**config.mk**
```make
export PLATFORM = sky130hd
export DESIGN_NAME = m65_ctrl
export DESIGN_NICKNAME = d
export VERILOG_FILES = /design/src/design/m65_pkg.sv /design/src/design/m65_ctrl.sv
export SDC_FILE = /design/constraint.sdc
export NUM_CORES = 1
export LEC_CHECK = 0
export BUFFER_PORTS_ARGS = -buffer_cell sky130_fd_sc_hd__buf_2
export CAP_MARGIN = 20
export CORE_MARGIN = 2
export CORE_UTILIZATION = 35
export CTS_CLUSTER_DIAMETER = 200
export DETAILED_ROUTE_END_ITERATION = 7
export GPL_TIMING_DRIVEN = 1
export PLACE_DENSITY = 0.63
export SLEW_MARGIN = 0
export SYNTH_ARGS = -nofsm -noshare
export SYNTH_HDL_FRONTEND = slang
export SYNTH_SLANG_ARGS = --single-unit
```
**constraint.sdc**
```tcl
create_clock -name clk -period 3.3 [get_ports clk]
set_input_delay 0.495 -clock clk [delete_from_list [all_inputs] [get_ports clk]]
set_output_delay 0.495 -clock clk [all_outputs]
set_load 0.01 [all_outputs]
```
**src/design/m65_pkg.sv**
```systemverilog
// shared types and constants for the 6502 subset core
package m65_pkg;

    localparam logic [15:0] RESET_START = 16'hFFFC;
    localparam logic [7:0]  RESET_STATUS = 8'h34;
    localparam logic [7:0]  FLAG_C = 8'h01;
    localparam logic [7:0]  FLAG_Z = 8'h02;
    localparam logic [7:0]  FLAG_V = 8'h40;
    localparam logic [7:0]  FLAG_N = 8'h80;

    localparam logic [1:0] MODE_WRITE = 2'd0;
    localparam logic [1:0] MODE_EXEC  = 2'd1;
    localparam logic [1:0] MODE_READ  = 2'd2;

    typedef enum logic [3:0] {
        AM_NONE, AM_IMM, AM_ZP, AM_ZPX, AM_ZPY, AM_ABS, AM_ABSX, AM_ABSY,
        AM_INDX, AM_INDY
    } amode_t;

    typedef enum logic [4:0] {
        K_BAD, K_LDA, K_LDX, K_LDY, K_STA, K_STX, K_STY, K_TAX, K_TXA, K_TAY,
        K_TYA, K_INC, K_DEC, K_INX, K_DEX, K_INY, K_DEY, K_AND, K_ORA, K_EOR,
        K_BIT, K_ASL, K_LSR, K_ROL, K_ROR, K_NOP
    } kind_t;

    // memory address source selected by the controller
    typedef enum logic [2:0] {
        AS_PC, AS_PTR_LO, AS_PTR_HI, AS_EA, AS_EXT
    } asel_t;

    // commands from controller to datapath
    typedef struct packed {
        asel_t      asel;
        logic       mem_we;      // write wdata to selected address
        logic       wr_ext;      // write data is the input byte
        logic       pc_inc;      // advance pc
        logic       ld_op;       // latch read data as opcode
        logic       ld_lo;       // latch read data as low operand
        logic       ld_hi;       // latch read data as high operand
        logic       ld_ptr_lo;   // latch pointer low byte
        logic       mk_ea;       // form effective address from operands
        logic       mk_ea_ind;   // form effective address from pointer bytes
        logic       imm_ea;      // effective address is current pc
        logic       exec;        // apply operation using read data
        logic       ld_rb;       // capture read byte
        logic       clr_out;     // clear read byte and unsupported
        logic       set_bad;     // flag unsupported
    } cmd_t;

    // status from datapath to controller
    typedef struct packed {
        kind_t  kind;
        amode_t am;
    } stat_t;

    // opcode decode
    function automatic stat_t decode(input logic [7:0] op);
        stat_t s;
        logic [2:0] aaa;
        logic [2:0] bbb;
        aaa = op[7:5];
        bbb = op[4:2];
        s.am = AM_NONE;
        s.kind = K_BAD;
        unique case (op)
            8'hA9: begin s.kind = K_LDA; s.am = AM_IMM; end
            8'hA5: begin s.kind = K_LDA; s.am = AM_ZP; end
            8'hB5: begin s.kind = K_LDA; s.am = AM_ZPX; end
            8'hAD: begin s.kind = K_LDA; s.am = AM_ABS; end
            8'hBD: begin s.kind = K_LDA; s.am = AM_ABSX; end
            8'hB9: begin s.kind = K_LDA; s.am = AM_ABSY; end
            8'hA1: begin s.kind = K_LDA; s.am = AM_INDX; end
            8'hB1: begin s.kind = K_LDA; s.am = AM_INDY; end
            8'hA2: begin s.kind = K_LDX; s.am = AM_IMM; end
            8'hA6: begin s.kind = K_LDX; s.am = AM_ZP; end
            8'hB6: begin s.kind = K_LDX; s.am = AM_ZPY; end
            8'hAE: begin s.kind = K_LDX; s.am = AM_ABS; end
            8'hBE: begin s.kind = K_LDX; s.am = AM_ABSY; end
            8'hA0: begin s.kind = K_LDY; s.am = AM_IMM; end
            8'hA4: begin s.kind = K_LDY; s.am = AM_ZP; end
            8'hB4: begin s.kind = K_LDY; s.am = AM_ZPX; end
            8'hAC: begin s.kind = K_LDY; s.am = AM_ABS; end
            8'hBC: begin s.kind = K_LDY; s.am = AM_ABSX; end
            8'h85: begin s.kind = K_STA; s.am = AM_ZP; end
            8'h95: begin s.kind = K_STA; s.am = AM_ZPX; end
            8'h8D: begin s.kind = K_STA; s.am = AM_ABS; end
            8'h9D: begin s.kind = K_STA; s.am = AM_ABSX; end
            8'h99: begin s.kind = K_STA; s.am = AM_ABSY; end
            8'h81: begin s.kind = K_STA; s.am = AM_INDX; end
            8'h91: begin s.kind = K_STA; s.am = AM_INDY; end
            8'h86: begin s.kind = K_STX; s.am = AM_ZP; end
            8'h96: begin s.kind = K_STX; s.am = AM_ZPY; end
            8'h8E: begin s.kind = K_STX; s.am = AM_ABS; end
            8'h84: begin s.kind = K_STY; s.am = AM_ZP; end
            8'h94: begin s.kind = K_STY; s.am = AM_ZPX; end
            8'h8C: begin s.kind = K_STY; s.am = AM_ABS; end
            8'hAA: s.kind = K_TAX;
            8'h8A: s.kind = K_TXA;
            8'hA8: s.kind = K_TAY;
            8'h98: s.kind = K_TYA;
            8'hE6: begin s.kind = K_INC; s.am = AM_ZP; end
            8'hF6: begin s.kind = K_INC; s.am = AM_ZPX; end
            8'hEE: begin s.kind = K_INC; s.am = AM_ABS; end
            8'hFE: begin s.kind = K_INC; s.am = AM_ABSX; end
            8'hC6: begin s.kind = K_DEC; s.am = AM_ZP; end
            8'hD6: begin s.kind = K_DEC; s.am = AM_ZPX; end
            8'hCE: begin s.kind = K_DEC; s.am = AM_ABS; end
            8'hDE: begin s.kind = K_DEC; s.am = AM_ABSX; end
            8'hE8: s.kind = K_INX;
            8'hCA: s.kind = K_DEX;
            8'hC8: s.kind = K_INY;
            8'h88: s.kind = K_DEY;
            8'h24: begin s.kind = K_BIT; s.am = AM_ZP; end
            8'h2C: begin s.kind = K_BIT; s.am = AM_ABS; end
            8'hEA: s.kind = K_NOP;
            default:
            begin
                // regular groups: logic ops and shifts
                if (op[1:0] == 2'b01 && aaa <= 3'd2) begin
                    unique case (aaa)
                        3'd0:    s.kind = K_ORA;
                        3'd1:    s.kind = K_AND;
                        default: s.kind = K_EOR;
                    endcase
                    unique case (bbb)
                        3'd0:    s.am = AM_INDX;
                        3'd1:    s.am = AM_ZP;
                        3'd2:    s.am = AM_IMM;
                        3'd3:    s.am = AM_ABS;
                        3'd4:    s.am = AM_INDY;
                        3'd5:    s.am = AM_ZPX;
                        3'd6:    s.am = AM_ABSY;
                        default: s.am = AM_ABSX;
                    endcase
                end else if (op[1:0] == 2'b10 && aaa <= 3'd3 && bbb != 3'd0
                             && bbb != 3'd4 && bbb != 3'd6) begin
                    unique case (aaa[1:0])
                        2'd0:    s.kind = K_ASL;
                        2'd1:    s.kind = K_ROL;
                        2'd2:    s.kind = K_LSR;
                        default: s.kind = K_ROR;
                    endcase
                    unique case (bbb)
                        3'd1:    s.am = AM_ZP;
                        3'd3:    s.am = AM_ABS;
                        3'd5:    s.am = AM_ZPX;
                        3'd7:    s.am = AM_ABSX;
                        default: s.am = AM_NONE;
                    endcase
                end
            end
        endcase
        return s;
    endfunction

endpackage

```
**src/design/m65_ctrl.sv**
```systemverilog
// sequencer that steps one beat at a time: memory write, memory read, or fetch, address and execute
module m65_ctrl (
    input  logic              clk,
    input  logic              rst_n,
    input  logic              in_valid,
    input  logic [1:0]        in_mode,
    output logic              in_ready,
    output logic              out_valid,
    input  logic              out_ready,
    input  m65_pkg::stat_t    stat,
    output m65_pkg::cmd_t     cmd
);
    import m65_pkg::*;

    typedef enum logic [3:0] {
        S_IDLE, S_RDWAIT, S_OPWAIT, S_DECODE, S_OPLO, S_OPHI, S_ADDR,
        S_PTRLO, S_PTRHI, S_INDEA, S_EAREAD, S_EXEC, S_DONE
    } state_t;

    state_t state_reg;
    logic   hi_needed;

    assign hi_needed = (stat.am == AM_ABS || stat.am == AM_ABSX
                        || stat.am == AM_ABSY);
    assign in_ready = (state_reg == S_IDLE);
    assign out_valid = (state_reg == S_DONE);

    // per-state datapath commands
    always_comb
    begin
        cmd = '0;
        cmd.asel = AS_PC;
        unique case (state_reg)
            S_IDLE:
            begin
                cmd.clr_out = in_valid;
                if (in_mode == MODE_EXEC) cmd.pc_inc = in_valid;
                else begin
                    cmd.asel = AS_EXT;
                    cmd.wr_ext = 1'b1;
                    cmd.mem_we = in_valid && (in_mode == MODE_WRITE);
                end
            end
            S_RDWAIT: cmd.ld_rb = 1'b1;
            S_OPWAIT: cmd.ld_op = 1'b1;
            S_DECODE:
            begin
                if (stat.kind == K_BAD) cmd.set_bad = 1'b1;
                else if (stat.am == AM_IMM) begin
                    cmd.imm_ea = 1'b1;
                    cmd.pc_inc = 1'b1;
                end else if (stat.am != AM_NONE) cmd.pc_inc = 1'b1;
            end
            S_OPLO:
            begin
                cmd.ld_lo = 1'b1;
                cmd.pc_inc = hi_needed;
            end
            S_OPHI:   cmd.ld_hi = 1'b1;
            S_ADDR:   cmd.mk_ea = 1'b1;
            S_PTRLO:  cmd.asel = AS_PTR_LO;
            S_PTRHI:
            begin
                cmd.asel = AS_PTR_HI;
                cmd.ld_ptr_lo = 1'b1;
            end
            S_INDEA:  cmd.mk_ea_ind = 1'b1;
            // operand read at the effective address
            S_EAREAD: cmd.asel = AS_EA;
            S_EXEC:
            begin
                cmd.asel = AS_EA;
                cmd.exec = 1'b1;
                cmd.mem_we = 1'b1;
            end
            S_DONE:   cmd.asel = AS_EA;
            default:  ;
        endcase
    end

    // state register
    always_ff @(posedge clk or negedge rst_n)
    begin
        if (!rst_n) state_reg <= S_IDLE;
        else begin
            unique case (state_reg)
                S_IDLE:
                    if (in_valid) begin
                        priority if (in_mode == MODE_EXEC) state_reg <= S_OPWAIT;
                        else if (in_mode == MODE_READ) state_reg <= S_RDWAIT;
                        else state_reg <= S_DONE;
                    end
                S_RDWAIT: state_reg <= S_DONE;
                S_OPWAIT: state_reg <= S_DECODE;
                S_DECODE:
                    priority if (stat.kind == K_BAD) state_reg <= S_DONE;
                    else if (stat.am == AM_NONE) state_reg <= S_EXEC;
                    else if (stat.am == AM_IMM) state_reg <= S_EAREAD;
                    else state_reg <= S_OPLO;
                S_OPLO:   state_reg <= hi_needed ? S_OPHI : S_ADDR;
                S_OPHI:   state_reg <= S_ADDR;
                S_ADDR:
                    if (stat.am == AM_INDX || stat.am == AM_INDY)
                        state_reg <= S_PTRLO;
                    else state_reg <= S_EAREAD;
                S_PTRLO:  state_reg <= S_PTRHI;
                S_PTRHI:  state_reg <= S_INDEA;
                S_INDEA:  state_reg <= S_EAREAD;
                S_EAREAD: state_reg <= S_EXEC;
                S_EXEC:   state_reg <= S_DONE;
                S_DONE:   if (out_ready) state_reg <= S_IDLE;
                default:  state_reg <= S_IDLE;
            endcase
        end
    end

`ifndef SYNTHESIS
    a_result_only_done: assert property (@(posedge clk) disable iff (!rst_n)
        out_valid |-> !in_ready)
        else $error("result and input open together");
    a_exec_leads_done: assert property (@(posedge clk) disable iff (!rst_n)
        (state_reg == S_EXEC) |=> out_valid)
        else $error("execute not followed by result");
    a_no_write_when_done: assert property (@(posedge clk) disable iff (!rst_n)
        out_valid |-> !cmd.exec)
        else $error("registers updated while result pending");
`endif

endmodule

```
* Word-level counts from Yosys, hierarchy flattened
Index checks and enable logic that the tools add are counted.
** Word-level totals
- Register bits :: 4
- Output and inout port bits :: 19
** Cells by class
- Equal/unequal tests :: 22
- Multiplexer cells :: 33
- Reductions and logical operators :: 12
** Operators with widths (number)
- $pmux W4 S12 :: 1
- $mux W4 :: 8
- $eq A4 B3 Y1 const B :: 7
- $eq A4 B4 Y1 const B :: 7
- $mux W1 :: 19
- $pmux W3 S4 :: 1
- $eq A4 B1 Y1 const B :: 2
- $eq A4 B2 Y1 const B :: 2
- $logic_not A4 Y1 :: 2
- $logic_not A5 Y1 :: 1
- $mux W5 :: 1
- $reduce_bool A4 Y1 :: 1
- $logic_or A1 B1 Y1 :: 3
- $pmux W1 S3 :: 1
- $reduce_or A3 Y1 :: 1
- $eq A2 B1 Y1 const B :: 1
- $eq A2 B2 Y1 const B :: 1
- $logic_not A2 Y1 :: 1
- $mux W2 :: 1
- $ne A2 B1 Y1 const B :: 1
- $ne A2 B2 Y1 const B :: 1
- $pmux W1 S2 :: 1
- $reduce_and A2 Y1 :: 1
- $reduce_or A2 Y1 :: 1
- $logic_and A1 B1 Y1 :: 1

* Longest topological paths before layout
- Depth in word-level cells :: 5
- Gate-level depth with buffers :: 6

* Worst setup path after synthesis
Ideal clock, no wire load.
- Path type :: in2out
- Start point :: input port stat[4] (netlist bit)
- End point :: output port cmd[11] (netlist bit)
- Arrival time :: 1458 ps
- Setup slack :: 1347 ps
- Stages :: 4
- Buffers on the path :: 0
- Cell sequence :: or4_4 > nor2_2 > a211oi_1 > a211o_1
** RTL lines
- start: declaration :: RTL line m65_ctrl.sv:10 : input m65_pkg::stat_t stat,
- end: declaration :: RTL line m65_ctrl.sv:11 : output m65_pkg::cmd_t cmd

==> out/summary.json <==
{
  "numClockSinks": {"value": 4},
  "synth-compound-area-share": {"value": 0.285},
  "post_synth_instance_area": {"value": 649, "unit": "um^2"},
  "overflow": {"value": 0},
  "timing.critical_path.fanout_max": {"value": 18},
  "flip_flop_count_of_the_largest_register_after_layout": {"value": 4},
  "yosys.area_share.adder": {"value": 0.0578},
  "post-route-drc-count": {"value": 0},
  "worst_slew_margin_rel": {"value": 0.656},
  "flip_flop_and_latch_count_after_synthesis": {"value": 4},
  "count_of_standard_cell_rows": {"value": 15},
  "clock_skew": {"value": 1.72, "unit": "ps"},
  "timing.setup.tns": {"value": 0, "unit": "ps"},
  "ff2ff_path_depth": {"value": 4},
  "ys_warn_count": {"value": 0},
  "post-place-cells": {"value": 142},
  "r2r-start": {"value": "state_reg[2]$_DFFE_PN0P_"},
  "final_min_period_over_clock_period": {"value": 0.683},
  "criticalPathCategory": {"value": "register to output port"},
  "cp.arrival": {"value": 1760, "unit": "ps"},
  "synth.net_count": {"value": 109},
  "htree_levels": {"value": 1},
  "core_area": {"value": 1730, "unit": "um^2"},
  "cts_buffer_depth": {"value": 2},
  "cts_root_buf": {"value": "clkbuf_4"},
  "vias": {"value": 755},
  "clkTransAtPathRegs": {"value": 40, "unit": "ps"},
  "finalHoldViolCount": {"value": 0},
  "post_synth_mux_area_share": {"value": 0},
  "finalSetupViolations": {"value": 0},
  "number_of_enable_type_register_cells_in_the_synthesized_netlist": {"value": 0},
  "synth_xor_area_frac": {"value": 0},
  "area_delta_synth_final": {"value": 26.8, "unit": "%"},
  "synth_async_sr_flop_share": {"value": 1.00},
  "drt-wirelength-per-cell": {"value": 11.8, "unit": "um"},
  "post-cts-setup-buffer-count": {"value": 0},
  "grt_first_pass_wirelength": {"value": 2780, "unit": "um"},
  "synth.top_cells.by_area": {"value": "dfrtp_1 (15%), nor2_1 (8.1%), ha_1 (5.8%)"},
  "holdBufCountCts": {"value": 0},
  "dr.pass1.iters": {"value": 4},
  "numCtsBuffers": {"value": 3},
  "synthesis.area_per_instance": {"value": 7.14, "unit": "um^2"},
  "tightestPinTransition": {"value": 515, "unit": "ps"},
  "run_status": {"value": "finished, final reports clean"},
  "start_util": {"value": 0.376},
  "diodes": {"value": 0},
  "die_w": {"value": 47.1, "unit": "um"},
  "gp_congestion": {"value": 0.805},
  "cpMaxStageDelayCell": {"value": "dfrtp_1"},
  "dp_hpwl": {"value": 1380, "unit": "um"},
  "power_per_cell_area": {"value": 769, "unit": "nW/um^2"},
  "die_area": {"value": 2220, "unit": "um^2"},
  "yosys.area.top_type_share": {"value": 0.154},
  "antenna_found_initial": {"value": 0},
  "global_route.usage.total": {"value": 0.174},
  "finalCoreUtilization": {"value": 0.477},
  "violation_count_after_the_first_detailed_routing_iteration": {"value": 21},
  "layout_min_cycle_time": {"value": 2250, "unit": "ps"},
  "place.port_buffers": {"value": 33},
  "clock.fmax": {"value": 0.444, "unit": "GHz"},
  "worstPathCellList": {"value": "nor2_1 > and3_1 > a211o_1 > buf_2"},
  "timing.max_cap.violations": {"value": 0},
  "rsz0062_at_grt": {"value": "no"},
  "yosysSeqAreaShare": {"value": 0.154},
  "drt.antenna.violating_nets": {"value": 0},
  "critical_path_required": {"value": 2800, "unit": "ps"},
  "grt_pass1_vias": {"value": 642},
  "ys_types": {"value": 42},
  "chipHeight": {"value": 47.1, "unit": "um"},
  "routed_via_density": {"value": 5.21},
  "ios": {"value": 34},
  "holdCritPathClass": {"value": "input pin to asynchronous set/reset pin"},
  "clock_tree_from_tritoncts": {"value": "done"},
  "largest_net_degree_at_the_start_of_global_routing": {"value": 19},
  "cts.repair.resized": {"value": 0},
  "yosysTopAreaCell": {"value": "dfrtp_1"},
  "synth-main-ff-cell": {"value": "dfrtp_1"},
  "end_kind": {"value": "output port"},
  "final-instance-count-excl-fill": {"value": 145},
  "setup.worst_path.start_class": {"value": "register"},
  "slew_viol_final": {"value": 0},
  "r2r_setup_slack": {"value": 1710, "unit": "ps"},
  "ir_worst_vdd": {"value": 0.000247, "unit": "V"},
  "timing.critical_path.slowest_cell_delay": {"value": 650, "unit": "ps"},
  "regToRegEndpoint": {"value": "state_reg[0]$_DFFE_PN0P_"},
  "fillerInstances": {"value": 198},
  "netlist_instances": {"value": 91},
  "clock_insertion_delay_worst_skew": {"value": 240, "unit": "ps"},
  "drt-total-wl": {"value": 1700, "unit": "um"},
  "largest_family_of_logic_cells_by_synthesized_area": {"value": "simple AND/OR/NAND/NOR gates"},
  "leakage": {"value": 0.458, "unit": "nW"},
  "nets": {"value": 140},
  "final_layout_size_suffix_gt1_frac": {"value": 0.375},
  "synth_simple_gate_area_frac": {"value": 0.376}
}
-- cell families (layout without fill, tap and decap cells) --
logic type / after synthesis / count (layout)
and+or+nand+nor: 43 / 43
AOI/OAI and AO/OA: 24 / 24
buffers and inverters: 17 / 46
DFF: 4 / 4
adders and majority gates: 3 / 3
-- layout make-up --
class / count / area [um^2] / area share
Timing Repair Buffer: 33 / 165 / 0.201
Tap cell: 25 / 31.3 / 0.0380
Inverter: 10 / 37.5 / 0.0456
Sequential cell: 4 / 100 / 0.122
Clock buffer: 3 / 22.5 / 0.0274
Multi-Input combinational cell: 70 / 467 / 0.567
-- worst max-delay path: cells and delay by family (launching register included) --
| family | cells | cell delay (ps) |
|---|---|---|
| AOI/OAI and AO/OA | 1 | 290 |
| buffers and inverters | 1 | 140 |
| DFF | 1 | 650 |
| and+or+nand+nor | 2 | 430 |
-- how the worst max path moves through the flow --
stage | slack (ps) | end | from
after floorplan | 1350 | cmd[11] | stat[4]
after global placement | 1120 | cmd[11] | stat[4]
after global routing | 910 | cmd[11] | state_reg[2]$_DFFE_PN0P_
after CTS | 1030 | cmd[11] | state_reg[2]$_DFFE_PN0P_
after detailed placement | 1110 | cmd[11] | stat[4]
final | 1050 | cmd[11] | state_reg[2]$_DFFE_PN0P_
-- cell usage in the layout, fill, tap and decap left out, types with 3 or more instances in the layout --
cell and count:
buf_2 33, nor2_1 14, inv_1 9, nand2_1 5, nor3_1 4, o21ai_0 4, dfrtp_1 4, nand2b_1 3
and3_1 3, a211oi_1 3, ha_1 3, clkbuf_4 3
-- stage by stage --
| stage | area (um^2) | power, mW | setup WS, ps | hold WS, ps |
|---|---|---|---|---|
| finish | 823 | 0.633 | 1050 | 51.0 |
| global route | 823 | 0.698 | 915 | 48.0 |
| CTS | 823 | 0.635 | 1030 | 47.3 |
| global placement | 801 | 0.570 | 1120 | 298 |
| floorplan | 649 | 0.474 | 1350 | 199 |
| detailed placement | 801 | 0.570 | 1110 | 303 |
-- power by group --
group | internal (mW) | leakage [nW] | switching (mW)
Combinational | 0.187 | 0.395 | 0.219
Clock | 0.0409 | 0.0138 | 0.0227
Sequential | 0.0737 | 0.0495 | 0.0898
-- synth_stat cells (2+ instances only) --
master and instances:
a211o_1 2, buf_2 3, a21o_1 2, dfrtp_1 4, a211oi_1 3, ha_1 3
nand2_1 5, nand3_1 2, inv_1 9, nor2_1 14, o21ai_0 4, buf_4 2
nor3_1 4, nand2b_1 3, and3_1 3, nor3_2 2
-- layer usage --
layer	track usage	routed length, um
met4	0.0944	29
met1	0.234	739
met5	0	0
met2	0.263	874
met3	0.0308	60
(Power assumes the default switching activity.)
